### src/rtl/kpc_pkg.sv
// ----------------------------------------------------------------------------
// kpc_pkg
// Types and constants shared by the key press classifier modules.
// ----------------------------------------------------------------------------
package kpc_pkg;

    localparam int unsigned TIME_W  = 32;
    localparam int unsigned THR_W   = 16;
    localparam int unsigned MASK_W  = 4;
    localparam int unsigned KEY_W   = 2;
    localparam int unsigned EVENT_W = 2;
    localparam int unsigned PHASE_W = 2;
    localparam int unsigned CFG_IDX_W  = 2;
    localparam int unsigned CFG_DATA_W = 16;

    // key phase codes, one code left unused
    localparam logic [PHASE_W-1:0] PH_IDLE     = 2'd0;
    localparam logic [PHASE_W-1:0] PH_CONFIRM  = 2'd1;
    localparam logic [PHASE_W-1:0] PH_PRESSING = 2'd2;

    // event codes
    localparam logic [EVENT_W-1:0] EV_NONE  = 2'd0;
    localparam logic [EVENT_W-1:0] EV_SHORT = 2'd1;
    localparam logic [EVENT_W-1:0] EV_LONG  = 2'd2;
    localparam logic [EVENT_W-1:0] EV_SUPER = 2'd3;

    // request codes
    localparam logic FUNC_POLL  = 1'b0;
    localparam logic FUNC_RESET = 1'b1;

    // register indexes
    localparam logic [CFG_IDX_W-1:0] CFG_ACTIVE_LEVEL_MASK = 2'd0;
    localparam logic [CFG_IDX_W-1:0] CFG_DEBOUNCE_TIME     = 2'd1;
    localparam logic [CFG_IDX_W-1:0] CFG_LONG_TIME         = 2'd2;
    localparam logic [CFG_IDX_W-1:0] CFG_SUPER_LONG_TIME   = 2'd3;

    // register reset values
    localparam logic [MASK_W-1:0] RST_ACTIVE_LEVEL_MASK = 4'd0;
    localparam logic [THR_W-1:0]  RST_DEBOUNCE_TIME     = 16'd20;
    localparam logic [THR_W-1:0]  RST_LONG_TIME         = 16'd1000;
    localparam logic [THR_W-1:0]  RST_SUPER_LONG_TIME   = 16'd3000;

    typedef struct packed {
        logic [PHASE_W-1:0] phase;
        logic [TIME_W-1:0]  press_start;
        logic               long_fired;
        logic               super_long_fired;
    } key_state_t;

    typedef struct packed {
        logic [THR_W-1:0] debounce_time;
        logic [THR_W-1:0] long_time;
        logic [THR_W-1:0] super_long_time;
    } thresholds_t;

    typedef struct packed {
        logic              func;
        logic [KEY_W-1:0]  key_index;
        logic              pin_level;
        logic [TIME_W-1:0] now_ms;
    } poll_t;

endpackage

### src/rtl/kpc_if.sv
// ----------------------------------------------------------------------------
// kpc channel interfaces
// Valid/ready channels for key polls and classification results.
// ----------------------------------------------------------------------------
interface kpc_poll_if;
    import kpc_pkg::*;

    logic              valid;
    logic              ready;
    logic              func;
    logic [KEY_W-1:0]  key_index;
    logic              pin_level;
    logic [TIME_W-1:0] now_ms;

    modport source (output valid, func, key_index, pin_level, now_ms, input ready);
    modport sink   (input valid, func, key_index, pin_level, now_ms, output ready);
endinterface

interface kpc_result_if;
    import kpc_pkg::*;

    logic               valid;
    logic               ready;
    logic [EVENT_W-1:0] event_res;
    logic               idle;

    modport source (output valid, event_res, idle, input ready);
    modport sink   (input valid, event_res, idle, output ready);
endinterface

### src/rtl/key_press_classifier.sv
// ----------------------------------------------------------------------------
// key_press_classifier
// Per-key debounce and short / long / super-long press classification.
// ----------------------------------------------------------------------------
//  channel   dir  handshake     payload
//  poll      in   valid/ready   func, key_index, pin_level, now_ms
//  result    out  valid/ready   event_res, idle
//  cfg_*     in   write enable  cfg_index, cfg_wdata
//
//  one poll is taken per cycle unless both registers are full and the result stalls;
//  key state is updated as a poll moves from the poll register to the result register
//  a poll in the register reads the state left by the one before it
//  rst_n clears all key state and loads the register defaults
//  a stalled result holds; the poll register still fills behind it
// ----------------------------------------------------------------------------
module key_press_classifier #(
    parameter int NUM_KEYS = 4
) (
    input  logic                                clk,
    input  logic                                rst_n,
    input  logic                                cfg_we,
    input  logic [kpc_pkg::CFG_IDX_W-1:0]       cfg_index,
    input  logic [kpc_pkg::CFG_DATA_W-1:0]      cfg_wdata,
    kpc_poll_if.sink                            poll,
    kpc_result_if.source                        result
);
    import kpc_pkg::*;

    localparam int KEY_SEL_W = (NUM_KEYS > 1) ? $clog2(NUM_KEYS) : 1;

    logic [MASK_W-1:0]    mask_reg;
    thresholds_t          thr_reg;

    poll_t                poll_reg;
    logic                 poll_valid_reg;
    logic                 poll_fire;

    key_state_t           key_state_reg [NUM_KEYS];
    key_state_t           cur_state;
    key_state_t           nxt_state;
    logic [KEY_SEL_W-1:0] key_sel;
    logic                 key_valid;
    logic                 pressed;
    logic [EVENT_W-1:0]   step_event;
    logic                 step_idle;

    logic                 result_valid_reg;
    logic [EVENT_W-1:0]   event_reg;
    logic                 idle_reg;

    // configuration registers
    always_ff @(posedge clk or negedge rst_n)
    begin
        if (!rst_n)
        begin
            mask_reg                <= RST_ACTIVE_LEVEL_MASK;
            thr_reg.debounce_time   <= RST_DEBOUNCE_TIME;
            thr_reg.long_time       <= RST_LONG_TIME;
            thr_reg.super_long_time <= RST_SUPER_LONG_TIME;
        end
        else if (cfg_we)
        begin
            unique case (cfg_index)
                CFG_ACTIVE_LEVEL_MASK: mask_reg <= cfg_wdata[MASK_W-1:0];
                CFG_DEBOUNCE_TIME:     thr_reg.debounce_time   <= cfg_wdata[THR_W-1:0];
                CFG_LONG_TIME:         thr_reg.long_time       <= cfg_wdata[THR_W-1:0];
                CFG_SUPER_LONG_TIME:   thr_reg.super_long_time <= cfg_wdata[THR_W-1:0];
                default:               mask_reg <= mask_reg;
            endcase
        end
    end

    // poll register moves on when the result register is free or draining
    assign poll_fire  = poll_valid_reg && (!result_valid_reg || result.ready);
    assign poll.ready = !poll_valid_reg || poll_fire;

    always_ff @(posedge clk or negedge rst_n)
    begin
        if (!rst_n)
        begin
            poll_valid_reg <= 1'b0;
        end
        else if (poll.ready)
        begin
            poll_valid_reg <= poll.valid;
        end
    end

    always_ff @(posedge clk)
    begin
        if (poll.valid && poll.ready)
        begin
            poll_reg.func      <= poll.func;
            poll_reg.key_index <= poll.key_index;
            poll_reg.pin_level <= poll.pin_level;
            poll_reg.now_ms    <= poll.now_ms;
        end
    end

    assign key_valid = int'(poll_reg.key_index) < NUM_KEYS;
    assign key_sel   = KEY_SEL_W'(poll_reg.key_index);
    assign cur_state = key_valid ? key_state_reg[key_sel] : '0;
    assign pressed   = (poll_reg.pin_level == mask_reg[poll_reg.key_index]);

    kpc_step u_step (
        .cur       (cur_state),
        .thr       (thr_reg),
        .func      (poll_reg.func),
        .pressed   (pressed),
        .now_ms    (poll_reg.now_ms),
        .nxt       (nxt_state),
        .event_res (step_event),
        .idle      (step_idle)
    );

    always_ff @(posedge clk or negedge rst_n)
    begin
        if (!rst_n)
        begin
            for (int k = 0; k < NUM_KEYS; k++)
            begin
                key_state_reg[k] <= '0;
            end
        end
        else
        begin
            for (int k = 0; k < NUM_KEYS; k++)
            begin
                if (poll_fire && key_valid && (key_sel == KEY_SEL_W'(k)))
                begin
                    key_state_reg[k] <= nxt_state;
                end
            end
        end
    end

    // result register
    always_ff @(posedge clk or negedge rst_n)
    begin
        if (!rst_n)
        begin
            result_valid_reg <= 1'b0;
        end
        else if (poll_fire)
        begin
            result_valid_reg <= 1'b1;
        end
        else if (result.ready)
        begin
            result_valid_reg <= 1'b0;
        end
    end

    always_ff @(posedge clk)
    begin
        if (poll_fire)
        begin
            // unknown keys report no event and idle
            event_reg <= key_valid ? step_event : EV_NONE;
            idle_reg  <= key_valid ? step_idle : 1'b1;
        end
    end

    assign result.valid     = result_valid_reg;
    assign result.event_res = event_reg;
    assign result.idle      = idle_reg;

    // a reset request always reports an idle key with no event
    assert property (@(posedge clk) disable iff (!rst_n)
        poll_fire && (poll_reg.func == FUNC_RESET)
        |=> result_valid_reg && idle_reg && (event_reg == EV_NONE))
        else $error("reset request did not report idle");

    // an unknown key reports idle with no event
    assert property (@(posedge clk) disable iff (!rst_n)
        poll_fire && !key_valid
        |=> result_valid_reg && idle_reg && (event_reg == EV_NONE))
        else $error("unknown key changed the result");

    // long and super-long events leave the key held, short leaves it idle
    assert property (@(posedge clk) disable iff (!rst_n)
        poll_fire && key_valid && ((step_event == EV_LONG) || (step_event == EV_SUPER))
        |=> !idle_reg)
        else $error("long event reported an idle key");

    assert property (@(posedge clk) disable iff (!rst_n)
        poll_fire && key_valid && (step_event == EV_SHORT)
        |=> idle_reg)
        else $error("short event left key active");

    // back-pressure only when both stages are full and the result is stalled
    assert property (@(posedge clk) disable iff (!rst_n)
        !poll.ready |-> poll_valid_reg && result_valid_reg && !result.ready)
        else $error("poll stalled with free space");

endmodule

### src/rtl/kpc_step.sv
// ----------------------------------------------------------------------------
// kpc_step
// Next-state and event logic for one poll or reset of one key.
// ----------------------------------------------------------------------------
module kpc_step (
    input  kpc_pkg::key_state_t            cur,
    input  kpc_pkg::thresholds_t           thr,
    input  logic                           func,
    input  logic                           pressed,
    input  logic [kpc_pkg::TIME_W-1:0]     now_ms,
    output kpc_pkg::key_state_t            nxt,
    output logic [kpc_pkg::EVENT_W-1:0]    event_res,
    output logic                           idle
);
    import kpc_pkg::*;

    logic [TIME_W-1:0] held;
    logic              debounce_met;
    logic              long_met;
    logic              super_met;

    // elapsed time wraps modulo 2^32
    assign held         = now_ms - cur.press_start;
    assign debounce_met = held >= {{(TIME_W-THR_W){1'b0}}, thr.debounce_time};
    assign long_met     = held >= {{(TIME_W-THR_W){1'b0}}, thr.long_time};
    assign super_met    = held >= {{(TIME_W-THR_W){1'b0}}, thr.super_long_time};

    always_comb
    begin
        nxt       = cur;
        event_res = EV_NONE;
        if (func == FUNC_RESET)
        begin
            nxt.phase            = PH_IDLE;
            nxt.press_start      = '0;
            nxt.long_fired       = 1'b0;
            nxt.super_long_fired = 1'b0;
        end
        else
        begin
            unique case (cur.phase)
                PH_IDLE:
                begin
                    if (pressed)
                    begin
                        nxt.press_start = now_ms;
                        nxt.phase       = PH_CONFIRM;
                    end
                end
                PH_CONFIRM:
                begin
                    if (!pressed)
                    begin
                        nxt.phase = PH_IDLE;
                    end
                    else if (debounce_met)
                    begin
                        nxt.phase            = PH_PRESSING;
                        nxt.long_fired       = 1'b0;
                        nxt.super_long_fired = 1'b0;
                    end
                end
                PH_PRESSING:
                begin
                    if (pressed)
                    begin
                        // at most one event per poll, long first
                        priority if (!cur.long_fired && long_met)
                        begin
                            nxt.long_fired = 1'b1;
                            event_res      = EV_LONG;
                        end
                        else if (!cur.super_long_fired && super_met)
                        begin
                            nxt.super_long_fired = 1'b1;
                            event_res            = EV_SUPER;
                        end
                    end
                    else
                    begin
                        if (!cur.long_fired && !cur.super_long_fired)
                        begin
                            event_res = EV_SHORT;
                        end
                        nxt.phase = PH_IDLE;
                    end
                end
                default:
                begin
                    nxt = cur;
                end
            endcase
        end
    end

    assign idle = (nxt.phase == PH_IDLE);

endmodule
### src/flat_wrapper.sv
// flat-port wrapper written by rule: the top's interface ports become plain ports
module key_press_classifier_flat import kpc_pkg::*;
#(
    parameter int NUM_KEYS = 4
)
  (clk, rst_n, cfg_we, cfg_index, cfg_wdata, poll_valid, poll_func, poll_key_index, poll_pin_level, poll_now_ms, poll_ready, result_valid, result_event_res, result_idle, result_ready);
  kpc_poll_if poll_i ();
  kpc_result_if result_i ();
  input  logic clk;
  input  logic rst_n;
  input  logic cfg_we;
  input  logic [kpc_pkg::CFG_IDX_W-1:0] cfg_index;
  input  logic [kpc_pkg::CFG_DATA_W-1:0] cfg_wdata;
  input wire logic [$bits(poll_i.valid)-1:0] poll_valid;
  input wire logic [$bits(poll_i.func)-1:0] poll_func;
  input wire logic [$bits(poll_i.key_index)-1:0] poll_key_index;
  input wire logic [$bits(poll_i.pin_level)-1:0] poll_pin_level;
  input wire logic [$bits(poll_i.now_ms)-1:0] poll_now_ms;
  output wire logic [$bits(poll_i.ready)-1:0] poll_ready;
  output wire logic [$bits(result_i.valid)-1:0] result_valid;
  output wire logic [$bits(result_i.event_res)-1:0] result_event_res;
  output wire logic [$bits(result_i.idle)-1:0] result_idle;
  input wire logic [$bits(result_i.ready)-1:0] result_ready;
  assign poll_i.valid = poll_valid;
  assign poll_i.func = poll_func;
  assign poll_i.key_index = poll_key_index;
  assign poll_i.pin_level = poll_pin_level;
  assign poll_i.now_ms = poll_now_ms;
  assign poll_ready = poll_i.ready;
  assign result_valid = result_i.valid;
  assign result_event_res = result_i.event_res;
  assign result_idle = result_i.idle;
  assign result_i.ready = result_ready;
  key_press_classifier #(.NUM_KEYS(NUM_KEYS)) u_core (.clk(clk), .rst_n(rst_n), .cfg_we(cfg_we), .cfg_index(cfg_index), .cfg_wdata(cfg_wdata), .poll(poll_i), .result(result_i));
endmodule
### config.mk
export PLATFORM = sky130hd
export DESIGN_NAME = key_press_classifier_flat
export DESIGN_NICKNAME = d
export VERILOG_FILES = /design/src/rtl/kpc_pkg.sv /design/src/rtl/kpc_if.sv /design/src/rtl/key_press_classifier.sv /design/src/rtl/kpc_step.sv /design/src/flat_wrapper.sv
export SDC_FILE = /design/constraint.sdc
export NUM_CORES = 1
export LEC_CHECK = 0
export BUFFER_PORTS_ARGS = -buffer_cell sky130_fd_sc_hd__buf_2
export CAP_MARGIN = 30
export CORE_MARGIN = 4
export CORE_UTILIZATION = 46
export DETAILED_ROUTE_END_ITERATION = 10
export GPL_ROUTABILITY_DRIVEN = 1
export PLACE_DENSITY = 0.74
export SLEW_MARGIN = 30
export SYNTH_ARGS = -nofsm -noshare
export SYNTH_HDL_FRONTEND = slang
export SYNTH_SLANG_ARGS = --single-unit
### constraint.sdc
create_clock -name clk -period 5.14 [get_ports clk]
set_clock_uncertainty 0.15 [all_clocks]
set_input_delay 0.514 -clock clk [delete_from_list [all_inputs] [get_ports clk]]
set_output_delay 0.514 -clock clk [all_outputs]
set_load 0.05 [all_outputs]
---- Word level (Yosys, flattened, before mapping) ----
Index checks and enable logic that the tools add are counted.
operators by class
  add/sub/neg operators ................... 1
  muxes and demuxes ....................... 25
  reduce and logical (&&, ||, !) cells .... 25
  order comparisons ....................... 5
  equal/unequal tests ..................... 9
  bitwise gates (word level) .............. 2
operators by type and width
  cell                                                 number
  two-way mux 36 bit                                   3
  >= comparator 32 x 16 -> 1 bit                       3
  binary-select mux 36 bit (select 2 bit)              1
  two-way mux 34 bit                                   1
  two-way mux 32 bit                                   1
  subtractor 32 bit                                    1
  two-way mux 2 bit                                    9
  equality test 2 bit, second input constant           5
  logical AND 1 bit                                    9
  zero test 2 bit                                      4
  AND reduction 2 bit                                  4
  two-way mux 1 bit                                    7
  equality test 2 x 1 -> 1 bit, second input constant  3
  case mux 2 bit (3 select lines)                      1
  zero test 1 bit                                      4
  case mux 2 bit (2 select lines)                      1
  >= comparator 3 bit, second input constant           1
  < comparator 2 x 3 -> 1 bit, second input constant   1
  NOT 2 -> 3 bit                                       1
  binary-select mux 1 bit (select 2 bit)               1
  logical OR 1 bit                                     2
  nonzero test 2 bit                                   1
  OR reduction 2 bit                                   1
  equality test 1 bit                                  1
  NOT 1 bit                                            1
storage, ports and cells
  bits of input ports ..................... 59
  register bits after elaboration ......... 237

---- Depth between registers and ports, before layout ----
  word-level depth ........................ 13
  gate-level depth with buffers ........... 21
  depth with buffers taken out ............ 18

---- By module ----
Synthesis repeated with hierarchy kept, for this count alone.
unflattened totals
  cell total of the unflattened synthesis .. 1155
  area total of the unflattened synthesis .. 13571.8 µm²
by module, submodules not included
  module                cells each  instances  area each (µm²)
  key_press_classifier  512         1          9496.6
  kpc_step              643         1          4075.2

---- Worst setup path after synthesis ----
OpenSTA, ideal clock, no wires.
  path type ............................... register -> register
  start ................................... register u_core.poll_reg (netlist bit u_core.key_sel[0])
  end ..................................... register u_core.idle_reg, in the netlist u_core.result.idle, data pin
  cell stages (with the launch flop) ...... 19
  arrival ................................. 4.697 ns
  setup slack ............................. 0.038 ns
  cell sequence ........................... edfxtp_1 -> clkbuf_1 -> buf_2 -> mux4_2 -> inv_1 -> ha_1 -> and2_1 -> a221o_1 -> nor2_1 -> o21ai_0 -> a31oi_1 -> xnor2_1 -> ha_1 -> a21o_1 -> a21o_1 -> a221oi_1 -> o21ai_0 -> o32a_1 -> and2_1
on the way
  longest elaborated chain between the ends .. 11
  elaborated cells on any way between the ends .. 19
ends and longest elaborated chain
  what                                                    line                         text
  start: declaration                                      key_press_classifier.sv:34   poll_t poll_reg;
  NOT 2 -> 3 bit (not written as such)                    key_press_classifier.sv:102  assign cur_state = key_valid ? key_state_reg[key_sel] : '0;
  binary-select mux 36 bit (select 2 bit)                 key_press_classifier.sv:102
  two-way mux 36 bit (not written as such) (2 in series)  key_press_classifier.sv:102
  subtractor 32 bit                                       kpc_step.sv:23               assign held = now_ms - cur.press_start;
  >= comparator 32 x 16 -> 1 bit                          kpc_step.sv:24               assign debounce_met = held >= {{(TIME_W-THR_W){1'b0}}, thr.debounce_time};
  two-way mux 2 bit                                       kpc_step.sv:56               else if (debounce_met)
  two-way mux 2 bit                                       kpc_step.sv:52               if (!pressed)
  case mux 2 bit (3 select lines) (*)                     kpc_step.sv:41               unique case (cur.phase)
  two-way mux 36 bit (*)                                  kpc_step.sv:32               if (func == FUNC_RESET)
  zero test 2 bit (*)                                     kpc_step.sv:96               assign idle = (nxt.phase == PH_IDLE);
  named net u_core.step_idle                              key_press_classifier.sv:45   logic step_idle;
  end signal: assignment                                  key_press_classifier.sv:160  idle_reg <= key_valid ? step_idle : 1'b1;
  end: declaration                                        key_press_classifier.sv:49   logic idle_reg;
The timed path passes the listed nets; every way through them passes the cells marked *. The select of a mux whose other input is x is not followed.
A chain may end at the register's enable or synchronous reset.

---- Final worst setup path ----
  start ................................... register u_core.poll_reg (netlist bit u_core.key_sel[0])
  end ..................................... register u_core.key_state_reg[36] (netlist bit)
on the way
  longest elaborated chain between the ends .. 12
  elaborated cells on any way between the ends .. 26
ends and longest elaborated chain
  what                                                    line                         text
  NOT 2 -> 3 bit (not written as such)                    key_press_classifier.sv:102
  binary-select mux 36 bit (select 2 bit)                 key_press_classifier.sv:102
  two-way mux 36 bit (not written as such) (2 in series)  key_press_classifier.sv:102
  subtractor 32 bit                                       kpc_step.sv:23
  >= comparator 32 x 16 -> 1 bit                          kpc_step.sv:26               assign super_met = held >= {{(TIME_W-THR_W){1'b0}}, thr.super_long_time};
  logical AND 1 bit                                       kpc_step.sv:73               else if (!cur.super_long_fired && super_met)
  two-way mux 1 bit                                       kpc_step.sv:73
  two-way mux 1 bit                                       kpc_step.sv:68               priority if (!cur.long_fired && long_met)
  two-way mux 2 bit                                       kpc_step.sv:65               if (pressed)
  case mux 2 bit (2 select lines)                         kpc_step.sv:41
  two-way mux 36 bit                                      kpc_step.sv:32
  end signal: indexed assignment                          key_press_classifier.sv:131  key_state_reg[k] <= nxt_state;
  end: declaration                                        key_press_classifier.sv:38   key_state_t key_state_reg [NUM_KEYS];
Several ways; a longest one is shown, not always the timed one. The select of a mux whose other input is x is not followed.

==> metrics <==
layout cells sized above 1 0.216; Mapped Area 13700 µm²; Ys Warns 0; DIE HEIGHT 181 µm; GRT Total Usage 0.222; Die Wd 181 µm; MaxCap Viol Count 0; CP cell instances buf_12 > mux4_2 > ha_1 > fa_1 > nand2b_1 > a21oi_4 > o21ai_0 > nand2_1 > xor2_2 > ha_1 > a2111o_1 > a211oi_1 > o21ai_0 > o221ai_1 > nor3b_2 > a31o_2 > nand4_1 > a31oi_1; Hold Slack 0.0169 ns; register area share after synthesis 0.448; headroom to the max-slew limit 0.355; synth top area cells dfrtp_1 (33%), nand2_1 (11%), edfxtp_1 (8.5%); CP Capture Type flop; # IOs 64; # rows 62; max reg flops 144; Hold Vio Cnt, Final 0; CP startpoint kind flop; overall routed net length 36600 µm; CTS buffer count 26; Post-CTS Setup Bufs 0; Mapped Nets 1544; crit path DAT 5.23 ns; maximum vdd drop 0.301 mV; Hold WC Path Type in2reg; die area 32600 µm²; initial core utilization 0.471; Final ANT Viol Nets 0; Final nets 1654; RSZ-0062 raised after global routing yes; Primary FF master, synth dfrtp_1; top cell type's share of synthesized area 0.334; grt total ovfl 0; Final Max Tran Viols 0; largest net degree at the start of global routing 79; Tmin final 4.93 ns; Distinct cells, synth 81; fraction of registers with async set or reset after synthesis 0.835; clock root cell clkbuf_16; Tcrit/Tclk final 0.959; port buffer count 63; filler instances 2473; RD Place Congestion 0.977; Synth-to-Final Area Change 17.0%; routed vias/inst 5.72; antenna violations before repair 0; Setup CP Type reg2reg; #FFs+latches synth 237; synthesized area per cell 9.80 µm²; largest fanout on the critical path 11; # setup viols final 0; Synth top cells by count nand2_1 (402), dfrtp_1 (183), inv_1 (92), mux2_2 (86); pwr dens 481 nW/µm²; CP max stage cell mux4_2; status complete, no violations; synthesized instance count 1399; CP peak stage delay 0.54 ns; placed wire-length estimate 25800 µm; fmax 0.203 GHz; Clock H-tree levels 1; CTS Buffer Depth 3; Vias 10900; clk sinks 237; family with the most delay on the worst path compound AO/OA/AOI/OAI gates; initial DRC count 834; Worst EP required 5.44 ns; CTS tree built; first-pass GRT wire length 59500 µm; Buf/Inv on CP 1; Leakage 0.00741 µW; area of placed instances 14700 µm²; Pre-antenna DRT Iters 5; final core occ 0.552; n_diodes 0; Post-synth EDFFs 39; vias in the first global route 11300; Yosys top cell by area dfrtp_1; Clk Latency, worst-skew pair 0.54 ns; wire length per cell 19.1 µm; DRC 0; final instance area 16000 µm²; most common cell in the netlist nand2_1; core area 29100 µm²; clock transition at the registers of the reported paths 0.06 ns; slew at the pin closest to its max-slew limit 0.964 ns
## kinds of logic after synthesis
kind of cell,after synthesis,synth area share
and+or+nand+nor,542,0.169
adders and majority gates,86,0.0790
DFF,237,0.448
AOI/OAI and AO/OA,230,0.110
buffers and inverters,153,0.0434
xor gates and xnor gates,22,0.0141
muxes,129,0.136
## per-layer routing
metal | share of wire | wire (µm) | global-route usage | up-vias
li1 | - | - | - | 5091
met1 | 0.44 | 15900 | 0.301 | 5409
met2 | 0.47 | 17300 | 0.367 | 374
met3 | 0.066 | 2410 | 0.0392 | 64
met4 | 0.026 | 969 | 0.0638 | 0
met5 | 0 | 0 | 0 | -
## through the flow
| step | setup slack [ns] | std cells | total power [µW] | TNS, ns |
|---|---|---|---|---|
| finish | 0.213 | 1913 | 7710 | 0 |
| floorplan | 0.0381 | 1399 | 4800 | 0 |
| global placement | 0.105 | 1832 | 5600 | 0 |
| global route | -0.0538 | 1913 | 8220 | -0.222 |
| CTS | 0.00151 | 1913 | 7620 | 0 |
| detailed placement | 0.00742 | 1833 | 5720 | 0 |
## path summary, 6_finish.rpt
| kind | start | end | slack [ns] | depth (start not counted) |
|---|---|---|---|---|
| worst max-delay path | u_core.key_sel[0] | u_core.key_state_reg[36] | 0.21 | 18 |
| worst min-delay path | poll_now_ms[29] | u_core.poll_reg[29] | 0.02 | 1 |
| worst max register to register | u_core.key_sel[0] | u_core.key_state_reg[36] | 0.21 | 18 |
| worst min register to register | u_core.key_state_reg[19] | u_core.key_state_reg[19] | 0.32 | 2 |
| max in group asynchronous | rst_n | u_core.poll_valid_reg | 3.28 | 4 |
| min in group asynchronous | rst_n | u_core.thr_reg[33] | 0.35 | 2 |
## power by group
group | total [µW] | leakage [µW] | internal (µW) | switching, µW
Sequential | 2610 | 0.00293 | 2360 | 248
Clock | 1840 | 0.000416 | 1080 | 760
Combinational | 3260 | 0.00406 | 1370 | 1890
Total | 7710 | 0.00741 | 4810 | 2900
## worst register-to-register path, cell delays in order (launching register included)
cell and delay [ns]:
edfxtp_1 0.38, buf_12 0.17, mux4_2 0.54, ha_1 0.23, fa_1 0.40, nand2b_1 0.22, a21oi_4 0.21, o21ai_0 0.17
nand2_1 0.13, xor2_2 0.18, ha_1 0.27, a2111o_1 0.43, a211oi_1 0.21, o21ai_0 0.13, o221ai_1 0.16, nor3b_2 0.27
a31o_2 0.19, nand4_1 0.19, a31oi_1 0.23
## area by class of cell
| class | count | area [µm²] | share of cell area |
|---|---|---|---|
| flip-flops and latches | 237 | 6140 | 0.383 |
| repair buffers | 142 | 1090 | 0.0678 |
| clock inverters | 7 | 45.0 | 0.00281 |
| inverters | 93 | 349 | 0.0218 |
| multi-input cells | 1009 | 7130 | 0.444 |
| clock buffers | 41 | 811 | 0.0505 |
| well taps | 384 | 480 | 0.0299 |
## repair_timing
item | CTS | global route
resized for setup | 1 | 27
setup endpoints to repair | 1 | 19
cloned | 0 | 0
hold endpoints to repair | 64 | 0
pin swaps | 0 | 2
hold buffers | 32 | 0
## placed cells by master (no fill, tap or decap), types with 5 or more instances in the layout
master	Yosys	final
clkbuf_8	0	5
mux2i_1	6	6
xor2_1	10	8
dfstp_2	15	15
buf_4	0	40
nand4_1	12	12
nor4_1	7	7
nor3_1	18	13
nand3_1	11	11
buf_12	0	5
edfxtp_1	39	39
a211oi_1	12	12
o21ai_0	30	26
ha_1	85	82
nand2_1	402	402
o21ai_1	5	9
mux4_2	37	37
a21oi_2	2	5
clkbuf_1	44	8
a31oi_1	11	10
nand3b_1	5	5
inv_1	92	92
a21o_1	20	20
o211ai_1	8	8
clkbuf_16	0	29
xnor2_1	12	9
dfrtp_1	183	183
nor2_1	44	43
buf_2	11	62
dlygate4sd3_1	0	32
mux2_2	86	86
nand2b_1	12	12
a21oi_1	85	80
o21a_1	10	10
No activity file was read; power rests on OpenSTA's default activity.
